==> src/cfd_pkg.sv <==
// Shared types and constants for the COBS frame decoder.
`default_nettype none
package cfd_pkg;

    localparam int MAX_FRAME_BYTES = 4096;
    localparam int LEN_W           = 13;
    localparam int LEN_MAX         = (1 << LEN_W) - 1;
    localparam int LEN_CAP_INT     = (MAX_FRAME_BYTES > LEN_MAX) ? LEN_MAX : MAX_FRAME_BYTES;
    localparam logic [LEN_W-1:0] LEN_CAP = LEN_CAP_INT[LEN_W-1:0];

    localparam logic [7:0] FULL_CODE = 8'hFF;

    localparam int QDEPTH = 4;
    localparam int QAW    = $clog2(QDEPTH);

    // One queued operation: a first result and an optional trailing delimiter.
    typedef struct packed {
        logic [7:0]       byte_data;
        logic             byte_valid;
        logic             last;
        logic             err;
        logic [LEN_W-1:0] len;
        logic             add_delim;
    } cfd_entry_t;

endpackage : cfd_pkg
`default_nettype wire

==> src/cfd_front.sv <==
// Front end: tracks block state per encoded byte and classifies it into queue entries.
`default_nettype none
module cfd_front
    import cfd_pkg::*;
(
    input  wire logic       aclk,
    input  wire logic       aresetn,
    input  wire logic       accept,
    input  wire logic [7:0] enc_byte,
    input  wire logic       frame_end,
    input  wire logic [7:0] delim,
    output cfd_entry_t      push_entry,
    output logic            push_req
);

    logic [7:0]       bytes_left_reg, bytes_left_next;
    logic             full_reg, full_next;
    logic [LEN_W-1:0] count_reg, count_next;

    function automatic logic [LEN_W-1:0] sat_add(input logic [LEN_W-1:0] c,
                                                input logic [1:0] inc);
        logic [LEN_W:0] s;
        s = {1'b0, c} + {{(LEN_W-1){1'b0}}, inc};
        return (s > {1'b0, LEN_CAP}) ? LEN_CAP : s[LEN_W-1:0];
    endfunction

    logic [7:0]       code;
    logic [7:0]       bl_dec;
    logic [LEN_W-1:0] cnt1;
    logic             err;

    always_comb begin
        code            = (enc_byte == 8'd0) ? 8'd1 : enc_byte;
        bl_dec          = bytes_left_reg - 8'd1;
        cnt1            = sat_add(count_reg, 2'd1);
        err             = 1'b0;
        bytes_left_next = bytes_left_reg;
        full_next       = full_reg;
        count_next      = count_reg;
        push_req        = 1'b0;
        push_entry      = '0;
        if (bytes_left_reg == 8'd0) begin
            // code byte
            err = (code != 8'd1);
            if (frame_end) begin
                push_req              = 1'b1;
                push_entry.last       = 1'b1;
                push_entry.err        = err;
                push_entry.len        = err ? '0 : count_reg;
                bytes_left_next       = 8'd0;
                full_next             = 1'b0;
                count_next            = '0;
            end else if (code == 8'd1) begin
                push_req              = 1'b1;
                push_entry.byte_data  = delim;
                push_entry.byte_valid = 1'b1;
                bytes_left_next       = 8'd0;
                full_next             = 1'b0;
                count_next            = cnt1;
            end else begin
                bytes_left_next       = code - 8'd1;
                full_next             = (code == FULL_CODE);
            end
        end else begin
            // data byte
            push_req              = 1'b1;
            push_entry.byte_data  = enc_byte;
            push_entry.byte_valid = 1'b1;
            if (frame_end) begin
                err                   = (bl_dec != 8'd0);
                push_entry.last       = 1'b1;
                push_entry.err        = err;
                push_entry.len        = err ? '0 : cnt1;
                bytes_left_next       = 8'd0;
                full_next             = 1'b0;
                count_next            = '0;
            end else begin
                push_entry.add_delim  = (bl_dec == 8'd0) && !full_reg;
                bytes_left_next       = bl_dec;
                count_next            = push_entry.add_delim ? sat_add(count_reg, 2'd2) : cnt1;
            end
        end
    end

    always_ff @(posedge aclk) begin
        if (!aresetn) begin
            bytes_left_reg <= 8'd0;
            full_reg       <= 1'b0;
            count_reg      <= '0;
        end else if (accept) begin
            bytes_left_reg <= bytes_left_next;
            full_reg       <= full_next;
            count_reg      <= count_next;
        end
    end

endmodule : cfd_front
`default_nettype wire

==> src/cfd_queue.sv <==
// Small FIFO of classified entries between front and back ends.
`default_nettype none
module cfd_queue
    import cfd_pkg::*;
(
    input  wire logic       aclk,
    input  wire logic       aresetn,
    input  wire logic       push,
    input  wire cfd_entry_t push_entry,
    input  wire logic       pop,
    output cfd_entry_t      head,
    output logic            empty,
    output logic            full
);

    cfd_entry_t     slots [QDEPTH];
    logic [QAW-1:0] wr_ptr_reg, rd_ptr_reg;
    logic [QAW:0]   count_reg;

    assign empty = (count_reg == '0);
    assign full  = (count_reg == (QAW+1)'(QDEPTH));
    assign head  = slots[rd_ptr_reg];

    always_ff @(posedge aclk) begin
        if (push) begin
            slots[wr_ptr_reg] <= push_entry;
        end
    end

    always_ff @(posedge aclk) begin
        if (!aresetn) begin
            wr_ptr_reg <= '0;
            rd_ptr_reg <= '0;
            count_reg  <= '0;
        end else begin
            if (push) begin
                wr_ptr_reg <= wr_ptr_reg + 1'b1;
            end
            if (pop) begin
                rd_ptr_reg <= rd_ptr_reg + 1'b1;
            end
            if (push && !pop) begin
                count_reg <= count_reg + 1'b1;
            end else if (pop && !push) begin
                count_reg <= count_reg - 1'b1;
            end
        end
    end

endmodule : cfd_queue
`default_nettype wire

==> src/cfd_back.sv <==
// Back end: drains queue entries into the output register, one result per beat.
`default_nettype none
module cfd_back
    import cfd_pkg::*;
(
    input  wire logic        aclk,
    input  wire logic        aresetn,
    input  wire cfd_entry_t  head,
    input  wire logic        empty,
    output logic             pop,
    input  wire logic [7:0]  delim,
    output logic             m_tvalid,
    input  wire logic        m_tready,
    output logic [23:0]      m_tdata,
    output logic             m_tlast,
    output logic [1:0]       m_tuser
);

    logic             valid_reg;
    logic             pend_reg;
    logic [7:0]       byte_reg;
    logic             bvalid_reg;
    logic             last_reg;
    logic             err_reg;
    logic [LEN_W-1:0] len_reg;
    logic             load;

    assign load = !valid_reg || m_tready;
    assign pop  = load && !pend_reg && !empty;

    always_ff @(posedge aclk) begin
        if (!aresetn) begin
            valid_reg <= 1'b0;
            pend_reg  <= 1'b0;
        end else if (load) begin
            if (pend_reg) begin
                valid_reg <= 1'b1;
                pend_reg  <= 1'b0;
            end else begin
                valid_reg <= !empty;
                pend_reg  <= !empty && head.add_delim;
            end
        end
    end

    always_ff @(posedge aclk) begin
        if (load) begin
            if (pend_reg) begin
                byte_reg   <= delim;
                bvalid_reg <= 1'b1;
                last_reg   <= 1'b0;
                err_reg    <= 1'b0;
                len_reg    <= '0;
            end else begin
                byte_reg   <= head.byte_data;
                bvalid_reg <= head.byte_valid;
                last_reg   <= head.last;
                err_reg    <= head.err;
                len_reg    <= head.len;
            end
        end
    end

    assign m_tvalid = valid_reg;
    assign m_tdata  = {{(24-8-LEN_W){1'b0}}, len_reg, byte_reg};
    assign m_tlast  = last_reg;
    assign m_tuser  = {err_reg, bvalid_reg};

endmodule : cfd_back
`default_nettype wire

==> src/cobs_frame_decoder.sv <==
// Top level of the COBS frame decoder: front end, entry queue, back end, delimiter register.
//
//  port group   dir  beat contents (low bit first)
//  s_*          in   tdata: enc_byte[7:0]; tlast: frame_end
//  m_*          out  tdata: out_byte[7:0], decoded_length[20:8], zero pad;
//                    tuser: byte_valid, frame_error; tlast: last_of_frame
//  cfg_*        in   cfg_wr_data: delimiter byte, written when cfg_wr_en is high
//
// One encoded byte is taken per cycle while the four-entry queue has room.
// A data byte that closes a short block yields two results, the byte and then
// a delimiter, one after the other in the output register; every other byte yields at most one.
// An input beat reaches the output through the queue and then the output register.
// aresetn (synchronous) clears block state, queue and output valid; delimiter resets to zero.
// A stalled m_tready backs up the queue and then drops s_tready.
`default_nettype none
module cobs_frame_decoder
    import cfd_pkg::*;
(
    input  wire logic        aclk,
    input  wire logic        aresetn,
    // encoded input
    input  wire logic        s_tvalid,
    output logic             s_tready,
    input  wire logic [7:0]  s_tdata,    // enc_byte[7:0]
    input  wire logic        s_tlast,
    // decoded output
    output logic             m_tvalid,
    input  wire logic        m_tready,
    output logic [23:0]      m_tdata,    // out_byte[7:0], decoded_length[20:8]
    output logic             m_tlast,
    output logic [1:0]       m_tuser,    // byte_valid[0], frame_error[1]
    // delimiter register
    input  wire logic        cfg_wr_en,
    input  wire logic [7:0]  cfg_wr_data
);

    logic [7:0]  delim_reg;
    logic        accept;
    logic        push_req;
    cfd_entry_t  push_entry;
    cfd_entry_t  head;
    logic        q_empty;
    logic        q_full;
    logic        pop;

    // Hold the delimiter; the user must write it only while the decoder is idle (not enforced here).
    always_ff @(posedge aclk) begin
        if (!aresetn) begin
            delim_reg <= 8'd0;
        end else if (cfg_wr_en) begin
            delim_reg <= cfg_wr_data;
        end
    end

    // Accept whenever the queue has a free slot.
    assign s_tready = !q_full;
    assign accept   = s_tvalid && s_tready;

    cfd_front u_front (
        .aclk       (aclk),
        .aresetn    (aresetn),
        .accept     (accept),
        .enc_byte   (s_tdata),
        .frame_end  (s_tlast),
        .delim      (delim_reg),
        .push_entry (push_entry),
        .push_req   (push_req)
    );

    // Push only bytes that produce a result; bare code bytes drop here.
    cfd_queue u_queue (
        .aclk       (aclk),
        .aresetn    (aresetn),
        .push       (accept && push_req),
        .push_entry (push_entry),
        .pop        (pop),
        .head       (head),
        .empty      (q_empty),
        .full       (q_full)
    );

    cfd_back u_back (
        .aclk     (aclk),
        .aresetn  (aresetn),
        .head     (head),
        .empty    (q_empty),
        .pop      (pop),
        .delim    (delim_reg),
        .m_tvalid (m_tvalid),
        .m_tready (m_tready),
        .m_tdata  (m_tdata),
        .m_tlast  (m_tlast),
        .m_tuser  (m_tuser)
    );

endmodule : cobs_frame_decoder
`default_nettype wire

==> config.mk <==
export PLATFORM = sky130hd
export DESIGN_NAME = cobs_frame_decoder
export DESIGN_NICKNAME = d
export VERILOG_FILES = /design/src/cfd_pkg.sv /design/src/cfd_front.sv /design/src/cfd_queue.sv /design/src/cfd_back.sv /design/src/cobs_frame_decoder.sv
export SDC_FILE = /design/constraint.sdc
export NUM_CORES = 1
export LEC_CHECK = 0
export BUFFER_PORTS_ARGS = -buffer_cell sky130_fd_sc_hd__buf_2
export CORE_ASPECT_RATIO = 1.25
export CORE_MARGIN = 5
export CORE_UTILIZATION = 61
export DETAILED_ROUTE_END_ITERATION = 16
export GPL_ROUTABILITY_DRIVEN = 0
export GPL_TIMING_DRIVEN = 0
export PLACE_DENSITY = 0.8
export SLEW_MARGIN = 20
export SYNTH_ARGS = -nofsm -noshare
export SYNTH_HDL_FRONTEND = slang
export SYNTH_HIERARCHICAL = 1
export SYNTH_SLANG_ARGS = --single-unit
export TNS_END_PERCENT = 10
==> constraint.sdc <==
create_clock -name aclk -period 4.1 [get_ports aclk]
set_clock_uncertainty 0.05 [all_clocks]
set_input_delay 0.82 -clock aclk [delete_from_list [all_inputs] [get_ports aclk]]
set_output_delay 0.82 -clock aclk [all_outputs]
set_load 0.02 [all_outputs]
## Word-level counts from Yosys, hierarchy flattened

Memory sizes are Yosys's and may differ from the RTL's. A register that Yosys moved wholly into a read port is not among the register bits.
Cells that the tools add are included.

| word-level totals | value |
|---|---|
| memory bits (writable) | 100 |
| memories | 1 |
| register bits after elaboration | 63 |
| input port bits | 22 |

Memories:

| name | depth | bits a word | rd ports | clocked after memory_dff | write ports | RTL line | text |
|---|---|---|---|---|---|---|---|
| u_queue.slots | 4 | 25 | 1 | 1 | 1 | cfd_queue.sv:16 | `cfd_entry_t slots [QDEPTH];` |

| cells by class | value |
|---|---|
| equal/unequal tests | 5 |
| reductions and logical operators | 25 |
| order comparisons | 2 |
| muxes and demuxes | 37 |
| add/subtract/negate cells | 8 |

Operator list:

| kind | number |
|---|---|
| $mux 13 | 9 |
| $mux 8 | 6 |
| $mux 15 | 2 |
| $gt 14x13->1 const B | 2 |
| $logic_not 8->1 | 3 |
| $mux 24 | 1 |
| $mux 9 | 2 |
| $sub 8x1->8 const B | 2 |
| $add 13x1->14 const B | 1 |
| $add 13x2->14 const B | 1 |
| $mux 1 | 13 |
| $eq 8x1->1 const B | 1 |
| $eq 8x8->1 const B | 1 |
| $logic_and 1x1->1 | 8 |
| $ne 8x1->1 const B | 1 |
| $reduce_bool 8->1 | 1 |
| $logic_not 1->1 | 7 |
| $mux 3 | 2 |
| $add 2x1->2 const B | 2 |
| $mux 2 | 2 |
| $reduce_and 2->1 | 2 |
| $reduce_bool 2->1 | 2 |
| $add 3x1->3 const B | 1 |
| $eq 3x3->1 const B | 1 |
| 4 further kinds | 4 |

## Depth between registers and ports, before layout

Gate-level depths: netlist of run 1.

| depth | value |
|---|---|
| depth after elaboration | 11 |
| mapped depth | 14 |

## Hierarchy

The synthesis of run 1 kept the hierarchy.

Modules (own cells, without submodules):

| module | sequential area each (um^2) | area an instance (um^2) | cells an instance | instances |
|---|---|---|---|---|
| cfd_queue | 3,183.1 | 4,096.4 | 174 | 1 |
| cfd_front | 440.4 | 2,677.6 | 383 | 1 |
| cfd_back | 760.7 | 1,089.8 | 67 | 1 |
| cobs_frame_decoder | 160.2 | 317.8 | 28 | 1 |

## Least setup slack after synthesis of run 1

Ideal clock, no wire load.

| timing | value |
|---|---|
| kind | input to register |
| from | in s_tdata[2] |
| to | reg u_queue.count_reg[2] |
| path slack | 0.351 ns |
| required time | 3.974 ns |
| stages | 14 |
| library setup time | 0.076 ns |
| arrival | 3.624 ns |
| cells stage by stage | nor4_1 -> nand2_1 -> o21bai_1 -> ha_1 -> and3_1 -> nor3_2 -> inv_2 -> and2_1 -> ha_1 -> inv_1 -> fa_1 -> xor2_1 -> or3_1 -> a21boi_0 |

| on the way | value |
|---|---|
| longest elaborated chain between the ends | 10 |

Ends and longest elaborated chain:

| item | RTL line | text |
|---|---|---|
| start, declared | cobs_frame_decoder.sv:24 | `input wire logic [7:0] s_tdata,` |
| $logic_not 8->1 | cfd_front.sv:33 | `code = (enc_byte == 8'd0) ? 8'd1 : enc_byte;` |
| $mux 8 * | cfd_front.sv:33 |  |
| $eq 8x1->1 * | cfd_front.sv:53 | `end else if (code == 8'd1) begin` |
| $mux 1 * | cfd_front.sv:53 |  |
| $mux 1 * | cfd_front.sv:45 | `if (frame_end) begin` |
| $mux 1 * | cfd_front.sv:42 | `if (bytes_left_reg == 8'd0) begin` |
| named net push_req | cobs_frame_decoder.sv:39 | `logic push_req;` |
| $logic_and 1x1->1 * | cobs_frame_decoder.sv:74 | `.push (accept && push_req),` |
| $logic_not 1->1 | cfd_queue.sv:44 | `end else if (pop && !push) begin` |
| $logic_and 1x1->1 | cfd_queue.sv:44 |  |
| $reduce_bool 2->1 (no line) | -- |  |
| end signal, assigned | cfd_queue.sv:43 | `count_reg <= count_reg + 1'b1;` |
| end signal, assigned | cfd_queue.sv:45 | `count_reg <= count_reg - 1'b1;` |
| end, declared | cfd_queue.sv:18 | `logic [QAW:0] count_reg;` |

The timed path passes the listed nets; every way through them passes the cells marked *.
A chain may end at the register's enable or synchronous reset.

## Final worst setup path of run 1

Same ends and word-level chain as after synthesis.

==> results.toml, run 1 <==
[run_status]
outcome = "finished clean"

[grt]
grt_pass1_vias = 5684
grt_antenna_before_repair = 0
grt_max_degree = 26
grt_pass1_wl_um = 29400
grt_usage = 0.237
grt-ovfl-total = 0

[yosys]
ys_ff_latch = 165
ys_top_cells_by_area = "edfxtp_1, dfxtp_1, mux4_2, nand2_1, nor2b_1"
yosys_warnings = 6
seq_area_frac_synth = 0.555
avgSynthCellArea_sq_um = 12.5
syn-cell-area_sq_um = 8180
synth-main-ff-cell = "edfxtp_1"
yosys.area.top_type = "edfxtp_1"
synth_top_area_frac = 0.455
synth_common_cells = "edfxtp_1, nand2_1, dfxtp_1"
synth_cells = 652
synth_edf_count = 124
synth.most_common_cell = "edfxtp_1"
async_flop_share = 0
ys_types = 79

[timing]
worst_pin_slew_ns = 1.09
hold_violations = 0
fmax_ghz = 0.261
max_slew_margin = 0.269
fin_crit_sh = 0.933
finalSetupTns_ns = 0
rsz0062_at_grt = "no"
setup_violations = 0
min_period_ns = 3.82
drv_slew = 0

[detailed_routing]
dr.pass1.iters = 6
postRouteAntennaNets = 0
drt-total-wl_um = 18400
drtIter0Drc = 620
vias = 5790
wl_per_cell_um = 20.4
drcViolationCount = 0
vias_per_cell = 6.41

[worst_setup_path]
crit_path_end_kind = "flip-flop"
worstPathRequired_ns = 4.41
crit_family = "simple AND/OR/NAND/NOR gates"
cp_cell_sequence = "buf_2 > nor4_2 > nand2_1 > o21bai_2 > ha_1 > and3_1 > nor3_2 > inv_2 > and2_1 > ha_1 > inv_1 > fa_1 > xor2_1 > or3_1 > a21boi_0"
cp_slowest_cell = "nor4_2"
r2r_slack_ns = 0.32
path_buf_inv = 3
crit_path_start_kind = "input port"
path_class = "in -> reg"
cpPeakStageDelay_ns = 0.45
crit_fanout = 10
crit_top_cell = "ha_1"
cp.arrival_ns = 4.13

[layout]
areaGrowthSynthToFinish_pct = 12.9
largest_reg_flops = 100
fill_cells = 871
drive_above_1_share = 0.213
nets = 755
diodes = 0

[die]
core_sq_um = 13200
die_x_um = 114
start_util = 0.618
fp.dieArea_sq_um = 15800
ios = 51
row_count = 47
die_h_um = 139

[clocking]
ctsHoldBuffers = 0
numCtsBuffers = 17
clock_path_buffers = 2
insertion_delay_ns = 0.43
clock-root-buffer = "clkbuf_16"
cts.clk_slew.worst_paths_ns = 0.07
cts_tree = "done"
cts.sinks = 165
cts_resized = 0
cts_max_level = 4
cts_setup_buffers = 0

[placed_design]
dp_hpwl_um = 12300
io_buffers = 46

[power_and_ir_drop]
leakagePower_uw = 0.00338
p_total_uw = 5610
vdd_drop_max_v = 0.000332
p_per_area_nw_per_um2 = 607

[worst_hold_path]
hp-class = "reg -> reg"

[run]
cap_violations = 0
-- where the power goes --
group          switching, uW  leakage [uW]  internal [uW]
clock                    723      0.000288            815
sequential               122       0.00154           2230
combinational            996       0.00155            721
-- layout make-up --
class,instances,area [sq um],area share
Clock inverter,15,159,0.0172
Inverter,23,86.3,0.00934
Timing Repair Buffer,46,230,0.0249
Sequential cell,165,4540,0.492
Multi-Input combinational cell,419,3290,0.356
Tap cell,171,214,0.0232
Clock buffer,17,425,0.0460
Buffer,47,293,0.0317
-- cells by family (layout without fill, tap and decap cells) --
group,after synthesis,count (layout),synth area share
flops,165,165,0.555
simple gates,214,214,0.151
xor+xnor,18,18,0.0193
other cells,1,3,0.000458
fa+ha+maj,14,14,0.0223
compound gates,121,121,0.103
mux,49,49,0.102
buf+inv,70,148,0.0463
-- stage by stage --
step	cell area (sq um)	hold WS (ns)	std cells	utilization	setup WS, ns
final	9240	0.480	903	0.698	0.275
after CTS	9220	0.473	903	0.697	0.143
after global routing	9240	0.520	903	0.698	0.000592
after global placement	8630	0.437	871	0.652	-0.304
after detailed placement	8640	0.455	871	0.653	-0.292
after floorplan	8190	0.422	654	-	0.351
-- layout by cell type, fill, tap and decap left out, types with 10 or more instances in the layout --
cell type	count
inv_1	22
nor2b_1	27
dfxtp_1	41
and2_1	11
mux2_2	10
xor2_1	11
nor2_1	24
ha_1	13
edfxtp_1	124
nor3_1	21
a21oi_1	18
nand3_1	18
nand2_1	45
clkbuf_16	17
o21ai_0	33
buf_2	58
mux4_2	20
mux2i_1	14
clkbuf_1	20
-- worst paths after layout --
path | end | startpoint | depth (start not counted)
hold / removal | u_queue/count_reg[2]$_SDFFE_PN0P_ | u_queue/count_reg[2]$_SDFFE_PN0P_ | 2
hold reg to reg | u_queue/count_reg[2]$_SDFFE_PN0P_ | u_queue/count_reg[2]$_SDFFE_PN0P_ | 2
setup / recovery | u_queue/count_reg[2]$_SDFFE_PN0P_ | s_tdata[2] | 15
setup reg to reg | u_queue/slots[0][3]$_DFFE_PP_ | u_front/bytes_left_reg[0]$_SDFFE_PN0P_ | 12
-- worst reg2reg max path, delay by kind of cell (launching register included) --
kind	cells	cell delay, ns
flops	1	0.35
compound gates	3	1.01
buf+inv	4	0.78
fa+ha+maj	1	0.21
simple gates	4	1.08
-- routing by layer --
metal	up-vias	track usage	share of wire
met4	0	0.103	0.029
met3	53	0.0391	0.070
li1	2611	-	-
met1	2835	0.289	0.38
met2	291	0.413	0.52
met5	-	0	0
Power figures use the tool's default switching activity.
==> run 2: changes to the inputs <==
CORE_UTILIZATION = 30   (was 61)
PLACE_DENSITY = default   (was 0.8)
SYNTH_HIERARCHICAL = default   (was 1)
==> run 2 against run 1 <==
Register-to-register slack better by 0.06 ns. Cell area increased by 2.1%. Core utilization is 35 points lower. Sequential share of layout area shrank 1.0 points. Synthesized cell count grew 3.2%. Critical path type unchanged. Highest routed layer unchanged.
==> results.toml, run 2 <==
[timing]
finalWorstSetupSlack_ns = 0.157
drv_slew = 0
worst_pin_slew_ns = 0.980
fin_crit_sh = 0.962
min_period_ns = 3.94
setup_violations = 0
rsz0062_at_grt = "no"
fmax_ghz = 0.254
finalSetupTns_ns = 0
holdWs_ns = 0.444
hold_violations = 0
max_slew_margin = 0.328

[detailed_routing]
wl_per_cell_um = 18.0
drtIter0Drc = 443
vias = 5723
drt-total-wl_um = 19800
vias_per_cell = 5.20
drcViolationCount = 0
dr.pass1.iters = 5
postRouteAntennaNets = 0

[die]
core_sq_um = 26800
start_util = 0.305
die_h_um = 195
row_count = 67
ios = 51
fp.dieArea_sq_um = 30700
die_x_um = 158

[clocking]
cts_tree = "done"
ctsHoldBuffers = 0
insertion_delay_ns = 0.43
cts_max_level = 4
cts.sinks = 165
clock-root-buffer = "clkbuf_16"
numCtsBuffers = 17
cts.clk_slew.worst_paths_ns = 0.06
clock_path_buffers = 2

[power_and_ir_drop]
vdd_drop_max_v = 0.000321
p_per_area_nw_per_um2 = 612
leakagePower_uw = 0.00320

[layout]
largest_reg_flops = 100
nets = 779
areaGrowthSynthToFinish_pct = 15.4
diodes = 0
mostFrequentLayoutCell = "edfxtp_1"
drive_above_1_share = 0.212
fin_cells = 1101
fill_cells = 2638
final_cell_mix = "edfxtp_1, buf_2, nor2_1"
seq_area_sq_um = 4540
multi_input_area_sq_um = 3340

[worst_setup_path]
cp_cell_sequence = "buf_2 > or4_4 > nor3_4 > a21o_1 > ha_2 > nor4b_4 > or3_1 > buf_6 > nand3_4 > inv_6 > ha_2 > inv_1 > fa_1 > xor2_1 > or3_1 > a21oi_1"
crit_path_end_kind = "flip-flop"
cp.arrival_ns = 4.25
path_buf_inv = 4
timing.rr.start = "u_front.count_reg[1]$_SDFFE_PN0P_"
cp_slowest_cell = "or4_4"
worstPathRequired_ns = 4.40
crit_fanout = 14
cpPeakStageDelay_ns = 0.59
critPathLaunch = "s_tdata[5]"
path_class = "in -> reg"
crit_path_start_kind = "input port"
crit_family = "simple AND/OR/NAND/NOR gates"

[placed_design]
dp_slack_ns = -0.702
dp_cells = 1066
dp_hpwl_um = 14000
io_buffers = 46

[worst_hold_path]
hp-class = "reg -> reg"
hold_start = "u_queue.wr_ptr_reg[1]$_SDFFE_PN0P_"

[grt]
grt_max_degree = 26
grt-ovfl-total = 0
grt_usage = 0.131
grt_antenna_before_repair = 0
grt_pass1_vias = 5662
grt_pass1_wl_um = 31200

[yosys]
ys_ff_latch = 165
yosys.area.top_type = "edfxtp_1"
yosys_warnings = 0
synth_common_cells = "edfxtp_1, nor2_1, dfxtp_1"
async_flop_share = 0
synth.most_common_cell = "edfxtp_1"
ys_types = 80
synth_edf_count = 124
syn-cell-area_sq_um = 8180
ys_top_cells_by_area = "edfxtp_1, dfxtp_1, mux4_2, nor2_1, ha_1"
seq_area_frac_synth = 0.556
synth_top_area_frac = 0.455
avgSynthCellArea_sq_um = 12.1
synth-main-ff-cell = "edfxtp_1"
synth_cells = 673

[run]
cap_violations = 0

[run_status]
outcome = "finished clean"
==> run 2: cell count changes in the layout (fill, tap and decap cells not counted), sizes merged, moves of 5 or more <==
cell	previous run	this run
nor2	24	47
a22oi	8	2
a211oi	1	7
nor3b	6	1
clkbuf	38	47
a21oi	19	29
o211ai	1	8
inv	30	22
nand3	19	26
and2	15	6
nand2	45	34
nor2b	27	20
and2b	8	0
==> run 2: where the power goes <==
part	switching, uW	internal, uW	total (uW)
clock network	677	780	1460
registers	129	2260	2390
logic	1160	764	1930
==> run 2: layout make-up <==
type                    count  area share
clock buffers              18      0.0455
well taps                 345      0.0457
repair buffers             50      0.0276
flip-flops and latches    165       0.482
inverters                  19     0.00809
plain buffers              52      0.0263
multi-input cells         438       0.354
clock inverters            14      0.0111
==> run 2: final timing paths <==
| kind | to | slack (ns) | cells past startpoint |
|---|---|---|---|
| worst max-delay path | u_queue.count_reg[2]$_SDFFE_PN0P_ | 0.16 | 16 |
| worst min-delay path | u_queue.wr_ptr_reg[1]$_SDFFE_PN0P_ | 0.44 | 2 |
| worst max register to register | u_queue.slots[3][8]$_DFFE_PP_ | 0.38 | 7 |
| worst min register to register | u_queue.wr_ptr_reg[1]$_SDFFE_PN0P_ | 0.44 | 2 |
==> run 2: stage by stage <==
stage | total power, uW | utilization | instance area [sq um]
final | 5780 | 0.352 | 9440
after global routing | 6090 | 0.352 | 9440
after CTS | 5830 | 0.351 | 9410
after global placement | 4340 | 0.330 | 8850
after detailed placement | 4360 | 0.330 | 8850
after floorplan | 3800 | - | 8190
==> run 2: cells by family (layout without fill, tap and decap cells) <==
| family | after synthesis | count (layout) | synth area share |
|---|---|---|---|
| simple gates | 208 | 208 | 0.140 |
| flops | 165 | 165 | 0.556 |
| compound gates | 144 | 144 | 0.121 |
| buf+inv | 72 | 153 | 0.0396 |
| mux | 47 | 47 | 0.0972 |
| xor+xnor | 22 | 22 | 0.0236 |
| fa+ha+maj | 14 | 14 | 0.0223 |
| other cells | 1 | 3 | 0.000459 |
==> run 2: worst min-delay path, stage by stage (launching register included) <==
cell     delay (ns)
dfxtp_1        0.33
nand2_1        0.06
a21oi_1        0.05
==> run 2: timing repair <==
item                       in CTS  in global routing
buffers inserted                1                  3
pin swaps                       0                  4
setup endpoints to repair     100                  1
resized for setup               4                  4
hold endpoints to repair        0                  0
==> run 2: routing by layer <==
layer | vias to the layer above | global-route usage | wire length (um)
met3 | 58 | 0.0280 | 1020
met4 | 0 | 0.0685 | 784
met1 | 2755 | 0.154 | 7910
met2 | 187 | 0.222 | 10100
li1 | 2723 | - | -
met5 | - | 0 | 0
==> run 3: changes to the inputs <==
CORE_MARGIN = 1.5   (was 5)
==> run 3 against run 2 <==
Critical path depth did not move. Wire length rose by 0.19%. Global-route usage rose by 1.5 points. Hold slack improved by 0.0026 ns. Sequential power barely moved. Clock-buffer cell count did not move. Die area fell by 7.9%. Core utilization rose by 0.065 points. Final cell count barely moved. Combinational power barely moved.
==> results.toml, run 3 (same netlist as run 2, synthesis figures left out) <==
[grt]
grt-ovfl-total = 0
grt_max_degree = 26
grt_pass1_wl_um = 31400
grt_antenna_before_repair = 0
grt_usage = 0.146
grt_pass1_vias = 5729

[timing]
fin_crit_sh = 0.948
setup_violations = 0
rsz0062_at_grt = "no"
fmax_ghz = 0.257
finalSetupTns_ns = 0
max_slew_margin = 0.274
worst_pin_slew_ns = 1.08
hold_violations = 0
drv_slew = 0
min_period_ns = 3.89

[detailed_routing]
wl_per_cell_um = 18.1
dr_wl_met2_um = 10100
top_layer = "met4"
vias_per_cell = 5.19
drt-total-wl_um = 19900
drtIter0Drc = 381
drt-met1-wl_um = 8350
drcViolationCount = 0
dr_wl_met3_um = 710
dr.pass1.iters = 7
postRouteAntennaNets = 0
vias = 5712

[worst_setup_path]
cp_slowest_cell = "or4_4"
crit_top_cell = "or3_1"
crit_fanout = 14
cp.arrival_ns = 4.20
path_class = "in -> reg"
worstPathRequired_ns = 4.41
cp_cell_sequence = "buf_2 > or4_4 > nor3_4 > a21o_1 > ha_1 > nor4b_4 > or3_1 > buf_6 > nand3_4 > inv_4 > ha_2 > inv_1 > fa_1 > xor2_1 > or3_1 > a21oi_1"
crit_path_start_kind = "input port"
cpPeakStageDelay_ns = 0.60
crit_path_end_kind = "flip-flop"

[power_and_ir_drop]
comb_power_share = 0.327
p_seq_frac = 0.408
switchingPower_uw = 2000
vdd_drop_max_v = 0.000330
leakagePower_uw = 0.00321
intPower_uw = 3880
switching_share = 0.340
clkPwrFrac = 0.265
p_total_uw = 5870
p_per_area_nw_per_um2 = 622

[clocking]
cts_tree = "done"
cts_max_level = 4
cts.sinks = 165
cts.clk_slew.worst_paths_ns = 0.07
numCtsBuffers = 17
ctsHoldBuffers = 0
insertion_delay_ns = 0.43
clock-root-buffer = "clkbuf_16"
clock_path_buffers = 2

[layout]
stdcell_area_sq_um = 9450
largest_reg_flops = 100
seq_area_sq_um = 4540
areaGrowthSynthToFinish_pct = 15.6
fill_cells = 2691
fin_cells = 1100
nets = 778
diodes = 0
multi_input_area_sq_um = 3330
final_cell_mix = "edfxtp_1, buf_2, nor2_1"
drive_above_1_share = 0.211
mostFrequentLayoutCell = "edfxtp_1"

[run]
cap_violations = 0

[die]
fp.dieArea_sq_um = 28300
core_sq_um = 26800
row_count = 67
die_x_um = 151
start_util = 0.305
die_h_um = 188
ios = 51

[worst_hold_path]
hp-class = "reg -> reg"

[placed_design]
placed_cell_area_sq_um = 8850
io_buffers = 46
dp_cells = 1066
dp_hpwl_um = 13900

[run_status]
outcome = "finished clean"
-- run 3: changes by cell type in the layout (fill, tap and decap cells not counted) --
cell,previous run,this run
nor3_2,2,1
ha_2,2,1
clkinv_2,2,1
inv_4,0,1
nor3_1,17,18
ha_1,11,12
clkinv_4,4,1
buf_4,9,8
clkinv_1,3,1
bufinv_16,0,1
inv_8,1,2
clkinvlp_4,2,4
inv_6,4,5
-- run 3: power groups by stage --
stage / Clock (uW) / Combinational, uW / Sequential [uW]
global route: 1650 / 2110 / 2440
detailed placement: 0 / 1920 / 2440
finish: 1560 / 1920 / 2400
floorplan: 0 / 1240 / 2560
CTS: 1590 / 1940 / 2400
global placement: 0 / 1910 / 2420
-- run 3: per-stage QoR --
step,util,hold slack [ns],setup slack [ns]
floorplan,-,0.419,0.0617
global placement,0.330,0.436,-0.873
detailed placement,0.330,0.443,-0.689
CTS,0.352,0.452,0.00186
global route,0.352,0.479,0.0224
finish,0.352,0.447,0.212
-- run 3: worst paths after layout --
kind,slack [ns],end,startpoint,depth (start not counted)
setup / recovery,0.21,u_queue.count_reg[2]$_SDFFE_PN0P_,s_tdata[3],16
setup reg to reg,0.41,u_queue.slots[0][8]$_DFFE_PP_,u_front.count_reg[1]$_SDFFE_PN0P_,7
hold reg to reg,0.45,u_queue.wr_ptr_reg[1]$_SDFFE_PN0P_,u_queue.wr_ptr_reg[1]$_SDFFE_PN0P_,2
hold / removal,0.45,u_queue.wr_ptr_reg[1]$_SDFFE_PN0P_,u_queue.wr_ptr_reg[1]$_SDFFE_PN0P_,2
-- run 3: area by class of cell --
| type | instances | share of cell area |
|---|---|---|
| sequential | 165 | 0.481 |
| timing repair buffer | 49 | 0.0267 |
| clock buffer | 18 | 0.0454 |
| clock inverter | 14 | 0.0148 |
| inverter | 19 | 0.00781 |
| buffer | 52 | 0.0262 |
| multi-input combinational | 438 | 0.353 |
| tap | 345 | 0.0457 |
-- run 3: critical path, delay by kind of cell --
family / cells / cell delay (ns)
and+or+nand+nor: 6 / 1.60
xor gates and xnor gates: 1 / 0.16
adders and majority gates: 3 / 0.78
AOI/OAI and AO/OA: 2 / 0.31
buffers and inverters: 4 / 0.53
-- run 3: repair_timing --
item	in CTS	in global routing
buffers inserted	0	3
resized for setup	4	2
pin swaps	0	2
setup endpoints to repair	1	1
-- run 3: per-layer routing --
| layer | track usage | vias to the layer above |
|---|---|---|
| met4 | 0.0825 | 0 |
| li1 | - | 2722 |
| met3 | 0.0221 | 52 |
| met1 | 0.176 | 2773 |
| met2 | 0.246 | 165 |
| met5 | 0 | - |
